### config.mk
export PLATFORM = sky130hd
export DESIGN_NAME = gsm7_septet_unpacker_top
export DESIGN_NICKNAME = d
export VERILOG_FILES = /design/src/design/gsm7_pkg.sv /design/src/design/gsm7_septet_unpacker_top.sv
export SDC_FILE = /design/constraint.sdc
export NUM_CORES = 1
export LEC_CHECK = 0
export BUFFER_PORTS_ARGS = -buffer_cell sky130_fd_sc_hd__buf_2
export CAP_MARGIN = 30
export CELL_PAD_IN_SITES_DETAIL_PLACEMENT = 1
export CELL_PAD_IN_SITES_GLOBAL_PLACEMENT = 1
export CORE_MARGIN = 2
export CORE_UTILIZATION = 40
export DETAILED_ROUTE_END_ITERATION = 8
export PLACE_DENSITY = 0.79
export SLEW_MARGIN = 20
export SYNTH_ARGS = -nofsm -noshare
export SYNTH_HDL_FRONTEND = slang
export SYNTH_SLANG_ARGS = --single-unit
### constraint.sdc
create_clock -name clk -period 17.4 [get_ports clk]
set_input_delay 0 -clock clk [delete_from_list [all_inputs] [get_ports clk]]
set_output_delay 0 -clock clk [all_outputs]
set_load 0.02 [all_outputs]
### src/design/gsm7_pkg.sv
// Shared types and constants for the GSM 7-bit septet unpacker.
`default_nettype none
package gsm7_pkg;

  localparam int MAX_SEPTETS_DEF = 4096;
  localparam int MAX_RES         = 4;
  localparam int CFG_IDX_W       = 2;
  localparam int CFG_DATA_W      = 13;
  localparam int CHAR_W          = 8;
  localparam int SEPT_W          = 7;
  localparam int COUNT_W         = 13;

  localparam logic [SEPT_W-1:0]   CR_CHAR       = 7'h0D;
  localparam logic [COUNT_W-1:0]  LIMIT_RST     = 13'd4096;

  typedef enum logic [CFG_IDX_W-1:0] {
    CFG_FILL_OFFSET  = 2'd0,
    CFG_USSD_MODE    = 2'd1,
    CFG_SEPTET_LIMIT = 2'd2,
    CFG_TERMINATOR   = 2'd3
  } cfg_idx_t;

  typedef struct packed {
    logic [CHAR_W-1:0]  character;
    logic               char_valid;
    logic [COUNT_W-1:0] septet_count;
    logic               final_res;
  } res_t;

endpackage
`default_nettype wire

### src/design/gsm7_septet_unpacker_top.sv
// Top level of the GSM 7-bit septet unpacker: octets in, characters out.
//
//  channel  direction  handshake              payload
//  in_      input      in_valid / in_ready    in_octet, in_last_octet
//  out_     output     out_valid / out_ready  out_character, out_char_valid,
//                                             out_septet_count, out_final_res
//  cfg_     input      cfg_we                 cfg_addr, cfg_wdata
//
// An octet is decoded in the cycle it is accepted; its 0..4 result beats leave
// one per cycle while out_ready is high: one beat for most octets, two when a
// carried septet completes, up to four on a last octet. The next octet is
// taken in the cycle the last buffered beat is taken; a low out_ready holds
// in_ready low while any beat is pending. rst_n is synchronous and starts a
// fresh message with registers at their reset values.
`default_nettype none
module gsm7_septet_unpacker_top #(
  parameter int MAX_SEPTETS = gsm7_pkg::MAX_SEPTETS_DEF
) (
  input  wire logic                             clk,
  input  wire logic                             rst_n,
  input  wire logic                             in_valid,
  output logic                                  in_ready,
  input  wire logic [gsm7_pkg::CHAR_W-1:0]      in_octet,
  input  wire logic                             in_last_octet,
  output logic                                  out_valid,
  input  wire logic                             out_ready,
  output logic [gsm7_pkg::CHAR_W-1:0]           out_character,
  output logic                                  out_char_valid,
  output logic [gsm7_pkg::COUNT_W-1:0]          out_septet_count,
  output logic                                  out_final_res,
  input  wire logic                             cfg_we,
  input  wire logic [gsm7_pkg::CFG_IDX_W-1:0]   cfg_addr,
  input  wire logic [gsm7_pkg::CFG_DATA_W-1:0]  cfg_wdata
);
  import gsm7_pkg::*;

  localparam int CNT_W  = $clog2(MAX_SEPTETS + 1);
  localparam int WIDE_W = (CNT_W > COUNT_W) ? CNT_W : COUNT_W;
  localparam logic [WIDE_W-1:0] MAX_WIDE = WIDE_W'(MAX_SEPTETS);
  localparam int RCNT_W = $clog2(MAX_RES + 1);
  localparam int RIDX_W = $clog2(MAX_RES);

  // configuration
  logic [2:0]          fill_offset_r;
  logic                ussd_mode_r;
  logic [COUNT_W-1:0]  septet_limit_r;
  logic [CHAR_W-1:0]   terminator_r;

  // message state
  logic [2:0]          budget_r, budget_nxt;
  logic                first_r, first_nxt;
  logic [SEPT_W-1:0]   rem_r, rem_nxt;
  logic [CNT_W-1:0]    cnt_r, cnt_nxt;
  logic [SEPT_W-1:0]   held_c_r, held_c_nxt;
  logic                held_v_r, held_v_nxt;
  logic                lim_r, lim_nxt;

  // result buffer
  res_t                res_r [MAX_RES];
  res_t                res_nxt [MAX_RES];
  logic [RCNT_W-1:0]   pend_r;
  logic [RCNT_W-1:0]   n_nxt;
  logic [RIDX_W-1:0]   pos_r;

  logic                in_fire, out_fire;
  logic [WIDE_W-1:0]   lim_w;
  logic [2:0]          bits;
  logic [CHAR_W-1:0]   mask;
  logic [SEPT_W-1:0]   c_char;
  logic [RIDX_W-1:0]   last_idx;

  assign in_ready = (pend_r == '0) || ((pend_r == RCNT_W'(1)) && out_ready);
  assign in_fire  = in_valid && in_ready;
  assign out_valid = (pend_r != '0);
  assign out_fire  = out_valid && out_ready;

  assign out_character    = res_r[pos_r].character;
  assign out_char_valid   = res_r[pos_r].char_valid;
  assign out_septet_count = res_r[pos_r].septet_count;
  assign out_final_res    = res_r[pos_r].final_res;

  always_ff @(posedge clk) begin
    if (!rst_n) begin
      fill_offset_r  <= '0;
      ussd_mode_r    <= 1'b0;
      septet_limit_r <= LIMIT_RST;
      terminator_r   <= '0;
    end else if (cfg_we) begin
      case (cfg_addr)
        CFG_FILL_OFFSET:  fill_offset_r  <= cfg_wdata[2:0];
        CFG_USSD_MODE:    ussd_mode_r    <= cfg_wdata[0];
        CFG_SEPTET_LIMIT: septet_limit_r <= cfg_wdata;
        CFG_TERMINATOR:   terminator_r   <= cfg_wdata[CHAR_W-1:0];
        default: ;
      endcase
    end
  end

  always_comb begin
    logic [WIDE_W-1:0] lim_cfg;
    logic [RCNT_W-1:0] n;
    logic              hv;
    logic [SEPT_W-1:0] hc;
    logic [CNT_W-1:0]  cnt;
    logic              lr;
    logic [2:0]        bb;
    logic [SEPT_W-1:0] rm;

    lim_cfg = WIDE_W'(septet_limit_r);
    if (!ussd_mode_r && (lim_cfg < MAX_WIDE)) lim_w = lim_cfg;
    else lim_w = MAX_WIDE;

    for (int i = 0; i < MAX_RES; i++) res_nxt[i] = '0;
    n   = '0;
    hv  = held_v_r;
    hc  = held_c_r;
    cnt = cnt_r;
    lr  = lim_r || (WIDE_W'(cnt_r) >= lim_w);
    bb  = budget_r;
    rm  = rem_r;
    first_nxt = first_r;

    bits = first_r ? (3'd7 - ((fill_offset_r == 3'd7) ? 3'd0 : fill_offset_r)) : budget_r;
    if (bits == 3'd0) bits = 3'd7;
    mask   = CHAR_W'((9'd1 << bits) - 9'd1);
    c_char = SEPT_W'((in_octet & mask) << (3'd7 - bits)) | rem_r;

    if (!lr) begin
      rm = SEPT_W'(in_octet >> bits);
      bb = bits;
      if (!first_r || bits == 3'd7) begin
        if (hv) begin
          res_nxt[n[RIDX_W-1:0]] = '{CHAR_W'(hc), 1'b1, '0, 1'b0};
          n = n + RCNT_W'(1);
          hv = 1'b0;
        end
        if (ussd_mode_r) begin
          hc = c_char;
          hv = 1'b1;
        end else begin
          res_nxt[n[RIDX_W-1:0]] = '{CHAR_W'(c_char), 1'b1, '0, 1'b0};
          n = n + RCNT_W'(1);
        end
        cnt = CNT_W'(cnt + 1'b1);
      end
      if (WIDE_W'(cnt) >= lim_w) begin
        lr = 1'b1;
      end else if (bb == 3'd1) begin
        if (hv) begin
          res_nxt[n[RIDX_W-1:0]] = '{CHAR_W'(hc), 1'b1, '0, 1'b0};
          n = n + RCNT_W'(1);
          hv = 1'b0;
        end
        if (ussd_mode_r) begin
          hc = rm;
          hv = 1'b1;
        end else begin
          res_nxt[n[RIDX_W-1:0]] = '{CHAR_W'(rm), 1'b1, '0, 1'b0};
          n = n + RCNT_W'(1);
        end
        cnt = CNT_W'(cnt + 1'b1);
        rm = '0;
        bb = 3'd7;
        if (WIDE_W'(cnt) >= lim_w) lr = 1'b1;
      end else begin
        bb = bb - 3'd1;
      end
      first_nxt = 1'b0;
    end

    last_idx = '0;
    if (in_last_octet) begin
      if (hv) begin
        // CR on an octet boundary is padding, not text
        if (ussd_mode_r && (cnt[2:0] == 3'd0) && (hc == CR_CHAR)) begin
          cnt = CNT_W'(cnt - 1'b1);
        end else begin
          res_nxt[n[RIDX_W-1:0]] = '{CHAR_W'(hc), 1'b1, '0, 1'b0};
          n = n + RCNT_W'(1);
        end
        hv = 1'b0;
      end
      if (terminator_r != '0) begin
        res_nxt[n[RIDX_W-1:0]] = '{terminator_r, 1'b1, '0, 1'b0};
        n = n + RCNT_W'(1);
      end
      if (n == '0) begin
        res_nxt[0] = '{'0, 1'b0, '0, 1'b0};
        n = RCNT_W'(1);
      end
      last_idx = RIDX_W'(n - RCNT_W'(1));
      res_nxt[last_idx].septet_count = COUNT_W'(WIDE_W'(cnt));
      res_nxt[last_idx].final_res    = 1'b1;
      budget_nxt = 3'd7;
      first_nxt  = 1'b1;
      rem_nxt    = '0;
      cnt_nxt    = '0;
      held_c_nxt = '0;
      held_v_nxt = 1'b0;
      lim_nxt    = 1'b0;
    end else begin
      budget_nxt = bb;
      rem_nxt    = rm;
      cnt_nxt    = cnt;
      held_c_nxt = hc;
      held_v_nxt = hv;
      lim_nxt    = lr;
    end
    n_nxt = n;
  end

  always_ff @(posedge clk) begin
    if (!rst_n) begin
      budget_r <= 3'd7;
      first_r  <= 1'b1;
      rem_r    <= '0;
      cnt_r    <= '0;
      held_c_r <= '0;
      held_v_r <= 1'b0;
      lim_r    <= 1'b0;
      pend_r   <= '0;
      pos_r    <= '0;
    end else begin
      if (in_fire) begin
        budget_r <= budget_nxt;
        first_r  <= first_nxt;
        rem_r    <= rem_nxt;
        cnt_r    <= cnt_nxt;
        held_c_r <= held_c_nxt;
        held_v_r <= held_v_nxt;
        lim_r    <= lim_nxt;
        pend_r   <= n_nxt;
        pos_r    <= '0;
      end else if (out_fire) begin
        pend_r <= pend_r - RCNT_W'(1);
        pos_r  <= pos_r + RIDX_W'(1);
      end
    end
  end

  always_ff @(posedge clk) begin
    if (in_fire) begin
      for (int i = 0; i < MAX_RES; i++) res_r[i] <= res_nxt[i];
    end
  end

`ifndef SYNTHESIS
  a_last_gives_beat: assert property (@(posedge clk) disable iff (!rst_n)
    (in_fire && in_last_octet) |=> out_valid)
    else $error("last octet produced no result beat");

  a_count_cap: assert property (@(posedge clk) disable iff (!rst_n)
    (WIDE_W'(cnt_r) <= MAX_WIDE))
    else $error("septet count above capacity");

  a_fresh_message: assert property (@(posedge clk) disable iff (!rst_n)
    first_r |-> ((cnt_r == '0) && !held_v_r))
    else $error("message start with stale state");

  a_final_ends_buffer: assert property (@(posedge clk) disable iff (!rst_n)
    (out_fire && out_final_res) |-> (pend_r == RCNT_W'(1)))
    else $error("final beat not last in buffer");
`endif

endmodule
`default_nettype wire

# == Yosys cells after proc, flatten, opt, wreduce, memory -nomap -nowiden ==
# Memories as Yosys holds them, arrays and structs flattened. A register that Yosys moved wholly into a read port is not among the register bits.
# Cells that the tools add are included.
# word_totals
ff_bits,63
ram_bits,92
in_bits,29
output_inout_bits,25
word_cells,211
n_memories,1
# mem_list
name,words,word_bits,read_ports,rd_clocked_by_memory_dff,write_ports,line,text
res_r,4,23,1,1,4,gsm7_septet_unpacker_top.sv:59,res_t res_r [MAX_RES];
# op_classes
n_addsub,15
n_lt_le_gt_ge,16
n_eq_ne,9
shift,3
mux,114
n_bitwise,9
reduce_logical,31
# ops
cell,count
two-way mux 92 bit,17
bitwise mux 92 bit,7
demux 23 bit (select 2 bit),7
two-way mux 23 bit,9
two-way mux 13 bit,10
two-way mux 3 bit,30
two-way mux 7 bit,12
>= comparator 13 bit,3
"adder 13 x 1 -> 13 bit, second input constant",2
two-way mux 22 bit,1
">= comparator 3 bit, second input constant",6
"< comparator 3 x 1 -> 1 bit, second input constant",6
two-way mux 1 bit,18
inverter 2 -> 3 bit,6
"adder 3 x 1 -> 3 bit, second input constant",5
two-way mux 14 bit,1
"< comparator 13 bit, second input constant",1
"subtractor 13 x 1 -> 13 bit, second input constant",1
logical AND 1 bit,12
logical NOT 3 bit,4
AND reduction 2 bit,5
AND 8 bit,1
nonzero test 8 bit,1
"<< shifter 1 x 3 -> 8 bit, first input constant",1
22 further kinds,31

# == Logic depth before layout (Yosys ltp) ==
# Gate-level depths: netlist of run 1.
# logic_depth
depth_word,43
ltp_mapped,41
ltp_nobuf,36

# == Worst setup path after synthesis of run 1 ==
# Ideal clock, no wire load.
# synth_path
path_kind,register to register
startpoint,reg fill_offset_r[1]
endpoint,"mem res_r[0][18] in the netlist's numbering, data pin"
setup_time_ps,257
arrival_time_ps,8071
t_required_ps,17143
setup_slack_ps,9072
stages_incl_launch_ff,37
n_path_buf,6
period_less_slack_ps,8328
cell_sequence,dfxtp_1 -> buf_2 -> and2_1 -> o32a_1 -> clkbuf_1 -> ha_1 -> nand2b_1 -> o211ai_1 -> buf_2 -> or4_1 -> nand2_1 -> ha_1 -> and2_1 -> a31o_1 -> and2_1 -> o32ai_1 -> buf_2 -> a21oi_1 -> o31ai_1 -> nand2_1 -> inv_1 -> ha_1 -> o2111ai_1 -> a2111o_1 -> nor3_1 -> buf_2 -> nor2_1 -> xnor2_1 -> ha_1 -> clkbuf_1 -> nand2_1 -> xnor2_1 -> xnor2_1 -> o21ai_0 -> a211oi_1 -> o31ai_1 -> a32o_1
# synth_lines
element,line,text
start: declaration,gsm7_septet_unpacker_top.sv:44,logic [2:0] fill_offset_r;
start signal: assignment,gsm7_septet_unpacker_top.sv:90,CFG_FILL_OFFSET: fill_offset_r <= cfg_wdata[2:0];
end: declaration,gsm7_septet_unpacker_top.sv:59,

==> out/metrics.cfg, run 1 <==
[cells_and_area]
area_delta_synth_final_pct=11.1
stdcell_area_sq_um=13400
n_antenna_cell=0
drive_gt1_share_pct=12.1
post-route-util_pct=45.2
mostFrequentLayoutCell=nand2_1
final_cell_mix=nand2_1, edfxtp_1, nor2_1
nets=1492

[synthesis]
syn_inst=1375
synth_compound_area_share_pct=24.5
synth_seq_area_share_pct=33.7
syn-mean-instance-area_sq_um=8.78
synth_top_family_by_area=compound AO/OA/AOI/OAI gates
synth_warnings=0
synthXorXnorAreaFrac_pct=2.98
syn-num-nets=1472
ys_ff_latch=157
syn_area_sq_um=12100
synthFlopType=edfxtp_1
async_flop_share_pct=0
synthAdderAreaFrac_pct=7.05
synth_edf_count=92
synth_mux_area_share_pct=6.52
synth_cell_types=93
synth-simple-area-share_pct=20.6

[timing]
drv_slew=0
setup_viol=0
fmax_ghz=0.0921
skew_ns=0.0250
timing.slew.headroom_pct=33.9
hold_violations=0
fin_hold_ws_ns=0.0295
fin_tns_setup_ns=0
min_period_ns=10.86
post-route-period-util_pct=62.4
rsz0062_at_grt=false
worstMarginPinSlew_ns=0.981

[cts]
path_clk_slew_ns=0.08
clkLatencyLatePin_ns=0.46
cts_buffers=17
cts_tree=built
htreeDepth=4
clockBufferDepth=2
cts_resized=0
root_buffer=clkbuf_16
clock-sinks=157

[power_and_ir_drop]
p_int_w=0.000860
switchingPower_w=0.000577
p_leak_nw=4.88
ir_drop_mv=0.0583
seqPwrFrac_pct=36.3
power.density_nw_per_um2=107
power_frac_clock_pct=28.4
switching_share_pct=40.1
pwr-share-comb_pct=35.3

[status]
outcome=complete, no violations

[critical_path]
path_class=flop to flop
critPathLaunchType=flop
r2r_setup_slack_ns=6.54
r2r_end=res_r[0][18]$_DFFE_PP_
cp_slowest_cell=a211oi_1
cpLargestDelayFamily=compound AO/OA/AOI/OAI gates
critPathArrivalTime_ns=11.05
cp-end-kind=flop
r2r_cells=36
cpPeakStageDelay_ns=0.67
path_common_cell=nor2_1
crit_buf_inv=4
critPathMaxFanout=23
cp.required_ns=17.59
r2r-start=fill_offset_r[1]$_SDFFE_PN0P_

[floorplan]
core_sq_um=29600
row_count=63
die-area_sq_um=31600
die_y_microns=178
ios=54
initial_core_util_pct=40.7
dieWidth_microns=178

[drt]
vias=11594
drc=0
avgViaCountPerCell=6.45
totalWireLength_microns=43200
antenna_left=0
dr.pass1.iters=5
avgRoutedWirePerCell_microns=24.0
dr.first_iter.drc_count=1190

[global_route]
grt_usage_pct=27.6
overflow=0
grt_pass1_wl_microns=67600
grt_pass1_vias=11594
grt_max_degree=67
antenna_found_initial=1

[placement]
dp_hpwl_microns=30600
numPortBuffers=53
placed_area_sq_um=12600
place.gp.congestion=0.916

[worst_hold_path]
hold_path_end=fill_offset_r[2]$_SDFFE_PN0P_
whs_path_depth=4
hold_class=input port to flop
hold_start=cfg_addr[0]

[flow_run]
maxCapViolCount=0

[how the worst max path moves through the flow]
| stage | start | end | slack, ns | cells past startpoint |
|---|---|---|---|---|
| 4_1_cts | fill_offset_r[1]$_SDFFE_PN0P_ | res_r[0][18]$_DFFE_PP_ | 6.83 | 36 |
| 3_3_place_gp | fill_offset_r[1]$_SDFFE_PN0P_ | res_r[0][20]$_DFFE_PP_ | 7.71 | 36 |
| 3_5_place_dp | fill_offset_r[1]$_SDFFE_PN0P_ | res_r[0][18]$_DFFE_PP_ | 7.05 | 36 |
| 5_1_grt | fill_offset_r[1]$_SDFFE_PN0P_ | res_r[0][18]$_DFFE_PP_ | 5.83 | 36 |
| 6_report | fill_offset_r[1]$_SDFFE_PN0P_ | res_r[0][18]$_DFFE_PP_ | 6.54 | 36 |
| 2_1_floorplan | fill_offset_r[1]$_SDFFE_PN0P_ | res_r[0][18]$_DFFE_PP_ | 9.07 | 36 |
[through the flow]
| step | instances | total power, W | setup WS, ns |
|---|---|---|---|
| after floorplan | 1375 | 0.000868 | 9.07 |
| after global placement | 1748 | 0.00100 | 7.71 |
| after detailed placement | 1749 | 0.00102 | 7.05 |
| after CTS | 1796 | 0.00143 | 6.83 |
| after global routing | 1798 | 0.00150 | 5.83 |
| final | 1798 | 0.00144 | 6.54 |
[power groups by stage]
stage | Clock (W) | Combinational, W | Sequential [W]
after floorplan | 0 | 0.000352 | 0.000516
after global placement | 0 | 0.000473 | 0.000532
after detailed placement | 0 | 0.000485 | 0.000538
after CTS | 0.000412 | 0.000491 | 0.000531
after global routing | 0.000424 | 0.000546 | 0.000530
final | 0.000408 | 0.000507 | 0.000522
[registers in the layout, indices dropped and copies added, names as in the netlist, named ones only]
| register | count |
|---|---|
| held_c_r | 7 |
| lim_r | 1 |
| terminator_r | 8 |
| budget_r | 3 |
| fill_offset_r | 3 |
| rem_r | 7 |
| held_v_r | 1 |
| first_r | 1 |
| ussd_mode_r | 1 |
| res_r | 92 |
| pend_r | 3 |
| septet_limit_r | 13 |
| cnt_r | 13 |
| pos_r | 2 |
[synth_stat cells, types with 10 or more instances]
cell type	count	area share, %
a21boi_0	14	0.87
a21oi_1	76	3.2
a22o_1	11	0.80
a22oi_1	28	1.7
a31oi_1	10	0.52
and2_1	28	1.5
and3_1	11	0.57
buf_2	18	0.75
clkbuf_1	54	1.7
dfxtp_1	65	11
edfxtp_1	92	23
ha_1	68	7.1
inv_1	42	1.3
mux2i_1	19	1.6
mux4_2	24	4.5
nand2_1	188	5.8
nand3_1	53	2.2
nand4_1	17	0.88
nor2_1	82	2.6
nor2b_1	17	0.88
nor3_1	52	2.2
nor4_1	16	0.83
o211ai_1	26	1.6
o21a_1	17	1.1
o21ai_0	64	2.7
o22ai_1	37	1.9
o31ai_1	10	0.62
or3_1	10	0.52
xnor2_1	30	2.2
xor2_1	11	0.80
[routing by layer]
metal  share of wire [%]  wire [microns]  GRT usage [%]
met5               0.021               9              0
met4                 2.6            1100           8.88
met3                 7.9            3420           6.11
met2                  46           20000           44.2
met1                  43           18700           37.0
[final cells by class]
| type | instances | area (sq um) |
|---|---|---|
| flip-flops and latches | 157 | 4070 |
| inverters | 45 | 170 |
| multi-input cells | 1084 | 7450 |
| clock buffers | 17 | 425 |
| repair buffers | 90 | 591 |
| well taps | 390 | 488 |
| clock inverters | 15 | 206 |
| fillers | 3469 | 16200 |
[cells by family after synthesis]
| group | after synthesis |
|---|---|
| AO/OA/AOI/OAI | 413 |
| buffers and inverters | 134 |
| AND/OR/NAND/NOR | 514 |
| adder cells (fa/ha/maj) | 68 |
| flip-flops | 157 |
| XOR/XNOR | 41 |
| multiplexers | 48 |
[worst reg2reg max path: cells and delay by family, from the launching register on]
| kind | cells | cell delay [ns] |
|---|---|---|
| AOI/OAI and AO/OA | 11 | 4.06 |
| and+or+nand+nor | 14 | 3.27 |
| adders and majority gates | 4 | 1.22 |
| xor gates and xnor gates | 3 | 0.94 |
| buffers and inverters | 4 | 0.58 |
| DFF | 1 | 0.56 |
[what timing repair did]
item                                   CTS  global route
hold buffers                            15             0
setup buffers                            0             0
endpoints found under the hold margin   27             0
Power figures use the tool's default switching activity.
==> run 2: changes to the inputs <==
clock period = 11 ns   (was 17.4 ns; I/O delays follow)
==> run 2 against run 1 <==
  * Final area is 0.16% lower
  * Combinational power is 57% higher
  * Count of clock-buffer cells in the layout unchanged
  * Critical path depth stayed put
  * Cell count grew 0.11%
  * Sequential share of layout area about the same
  * Global-route usage up 0.23 points
  * Sequential cell count unchanged
  * Register-to-register slack got worse by 5.5 ns
==> out/metrics.cfg, run 2 (same netlist as run 1, synthesis figures left out) <==
[drt]
dr.first_iter.drc_count=1128  ; was 1,190
dr.pass1.iters=5  ; unchanged
avgViaCountPerCell=6.46  ; was 6.45
drc=0  ; unchanged
antenna_left=0  ; unchanged
totalWireLength_microns=43200  ; about the same
avgRoutedWirePerCell_microns=24.0  ; about the same
vias=11623  ; about the same

[cts]
htreeDepth=4  ; unchanged
path_clk_slew_ns=0.08  ; about the same
root_buffer=clkbuf_16  ; unchanged
clkLatencyLatePin_ns=0.45  ; was 0.46 ns
clockBufferDepth=2  ; unchanged
cts_buffers=17  ; unchanged
cts_resized=0  ; unchanged
clock-sinks=157  ; unchanged
cts_tree=built  ; unchanged

[power_and_ir_drop]
ir_drop_mv=0.100  ; was 0.0583 mV
p_leak_nw=4.87  ; was 4.88 nW
power.density_nw_per_um2=167  ; was 107 nW/um^2

[critical_path]
r2r-start=fill_offset_r[1]$_SDFFE_PN0P_  ; unchanged
cp_slowest_cell=a211oi_1  ; unchanged
crit_buf_inv=4  ; unchanged
cpPeakStageDelay_ns=0.68  ; was 0.67 ns
cp.required_ns=11.20  ; was 17.59 ns
critPathArrivalTime_ns=10.12  ; was 11.05 ns
critPathLaunchType=flop  ; unchanged
r2r_setup_slack_ns=1.08  ; was 6.54 ns
r2r_end=res_r[0][20]$_DFFE_PP_  ; was res_r[0][18]$_DFFE_PP_
path_class=flop to flop  ; unchanged
r2r_cells=36  ; unchanged
cpLargestDelayFamily=compound AO/OA/AOI/OAI gates  ; unchanged
critPathMaxFanout=20  ; was 23
cp-end-kind=flop  ; unchanged

[cells_and_area]
n_antenna_cell=0  ; unchanged
final_cell_mix=nand2_1, edfxtp_1, nor2_1  ; unchanged
nets=1494  ; was 1,492
drive_gt1_share_pct=12.1  ; about the same
largest_reg_flops=92  ; unchanged
mostFrequentLayoutCell=nand2_1  ; unchanged
regMostFlops=res_r  ; unchanged
area_delta_synth_final_pct=10.9  ; was 11.1%
fillers=3559  ; was 3,469
reg_top3=res_r (92), cnt_r (13), septet_limit_r (13)  ; unchanged
multi_input_area_sq_um=7450  ; unchanged
seq_area_sq_um=4070  ; about the same

[floorplan]
dieWidth_microns=178  ; unchanged
row_count=63  ; unchanged
initial_core_util_pct=40.7  ; unchanged
die-area_sq_um=31600  ; unchanged
die_y_microns=178  ; unchanged
core_sq_um=29600  ; unchanged
ios=54  ; unchanged

[timing]
skew_ns=0.0165  ; was 0.0250 ns
rsz0062_at_grt=false  ; unchanged
timing.slew.headroom_pct=32.9  ; was 33.9%
drv_slew=0  ; unchanged
worstMarginPinSlew_ns=1.00  ; was 0.981 ns
finalWorstSetupSlack_ns=1.08  ; was 6.54 ns
fin_tns_setup_ns=0  ; unchanged
post-route-period-util_pct=90.2  ; was 62.4%
fmax_ghz=0.101  ; was 0.0921 GHz
min_period_ns=9.92  ; was 10.86 ns
setup_viol=0  ; unchanged
hold_violations=0  ; unchanged

[global_route]
grt_usage_pct=27.8  ; was 27.6%
grt_max_degree=78  ; was 67
antenna_found_initial=0  ; was 1
overflow=0  ; unchanged
grt_pass1_vias=11640  ; about the same
grt_pass1_wl_microns=67900  ; was 67,600 microns

[worst_hold_path]
whs_path_depth=4  ; unchanged
hold_path_end=ussd_mode_r$_SDFFE_PN0P_  ; was fill_offset_r[2]$_SDFFE_PN0P_
hold_class=input port to flop  ; unchanged
hold_start=cfg_we  ; was cfg_addr[0]

[placement]
numPortBuffers=53  ; unchanged
place.gp.congestion=0.944  ; was 0.916
dp_hpwl_microns=31400  ; was 30,600 microns
place_ws_ns=1.48  ; was 7.05 ns

[status]
outcome=complete, no violations  ; unchanged

[flow_run]
maxCapViolCount=0  ; unchanged

[run 2: cell types whose count changed in the layout (fill, tap and decap cells not counted), sizes merged]
cell / delta
clkinvlp: +2
clkinv: -5
inv: +3
buf: +2
[run 2: power breakdown]
group	internal (W)	switching (W)	leakage, nW
logic	0.000275	0.000520	3.16
clock network	0.000305	0.000303	0.282
registers	0.000774	0.0000575	1.43
total	0.00135	0.000881	4.87
[run 2: metal layers]
metal | GRT usage, % | part of all wire [%]
met1 | 38.3 | 44
met2 | 45.4 | 47
met3 | 4.46 | 6.8
met4 | 7.38 | 2.3
met5 | 0 | 0
[run 2: worst max-delay path by stage]
stage	slack [ns]	from	endpoint	depth (start not counted)
3_5_place_dp	1.48	fill_offset_r[1]$_SDFFE_PN0P_	res_r[0][20]$_DFFE_PP_	36
5_1_grt	0.25	fill_offset_r[1]$_SDFFE_PN0P_	res_r[0][20]$_DFFE_PP_	35
6_report	1.08	fill_offset_r[1]$_SDFFE_PN0P_	res_r[0][20]$_DFFE_PP_	36
4_1_cts	1.31	fill_offset_r[1]$_SDFFE_PN0P_	res_r[0][20]$_DFFE_PP_	35
2_1_floorplan	2.67	fill_offset_r[1]$_SDFFE_PN0P_	res_r[0][20]$_DFFE_PP_	36
3_3_place_gp	1.80	fill_offset_r[1]$_SDFFE_PN0P_	res_r[0][20]$_DFFE_PP_	35
[run 2: cell type report]
cell class | instances | share of cell area (%)
clock buffers | 17 | 3.18
multi-input cells | 1084 | 55.7
clock inverters | 15 | 1.21
repair buffers | 92 | 4.60
inverters | 45 | 1.27
well taps | 390 | 3.65
flip-flops and latches | 157 | 30.4
[run 2: repair_timing]
item                                    4_1_cts  5_1_grt
endpoints found under the hold margin        26        0
buffers inserted                              0        0
endpoints found under the setup margin        0        0
hold buffers                                 15        0
[run 2: stage by stage]
step                      cell area, sq um  power, W  hold slack [ns]  utilization, %  cells
after floorplan                      12100   0.00137            0.124               -   1375
after global placement               12600   0.00159            0.216            42.5   1751
after detailed placement             12600   0.00162            0.218            42.5   1751
after CTS                            13300   0.00223           0.0134            45.0   1798
after global routing                 13400   0.00234           0.0488            45.1   1800
final                                13400   0.00223           0.0345            45.1   1800
[run 2: worst min-delay path: stages]
cell     delay, ns
buf_2         0.10
and3b_1       0.18
a21oi_1       0.07
nor2b_1       0.10
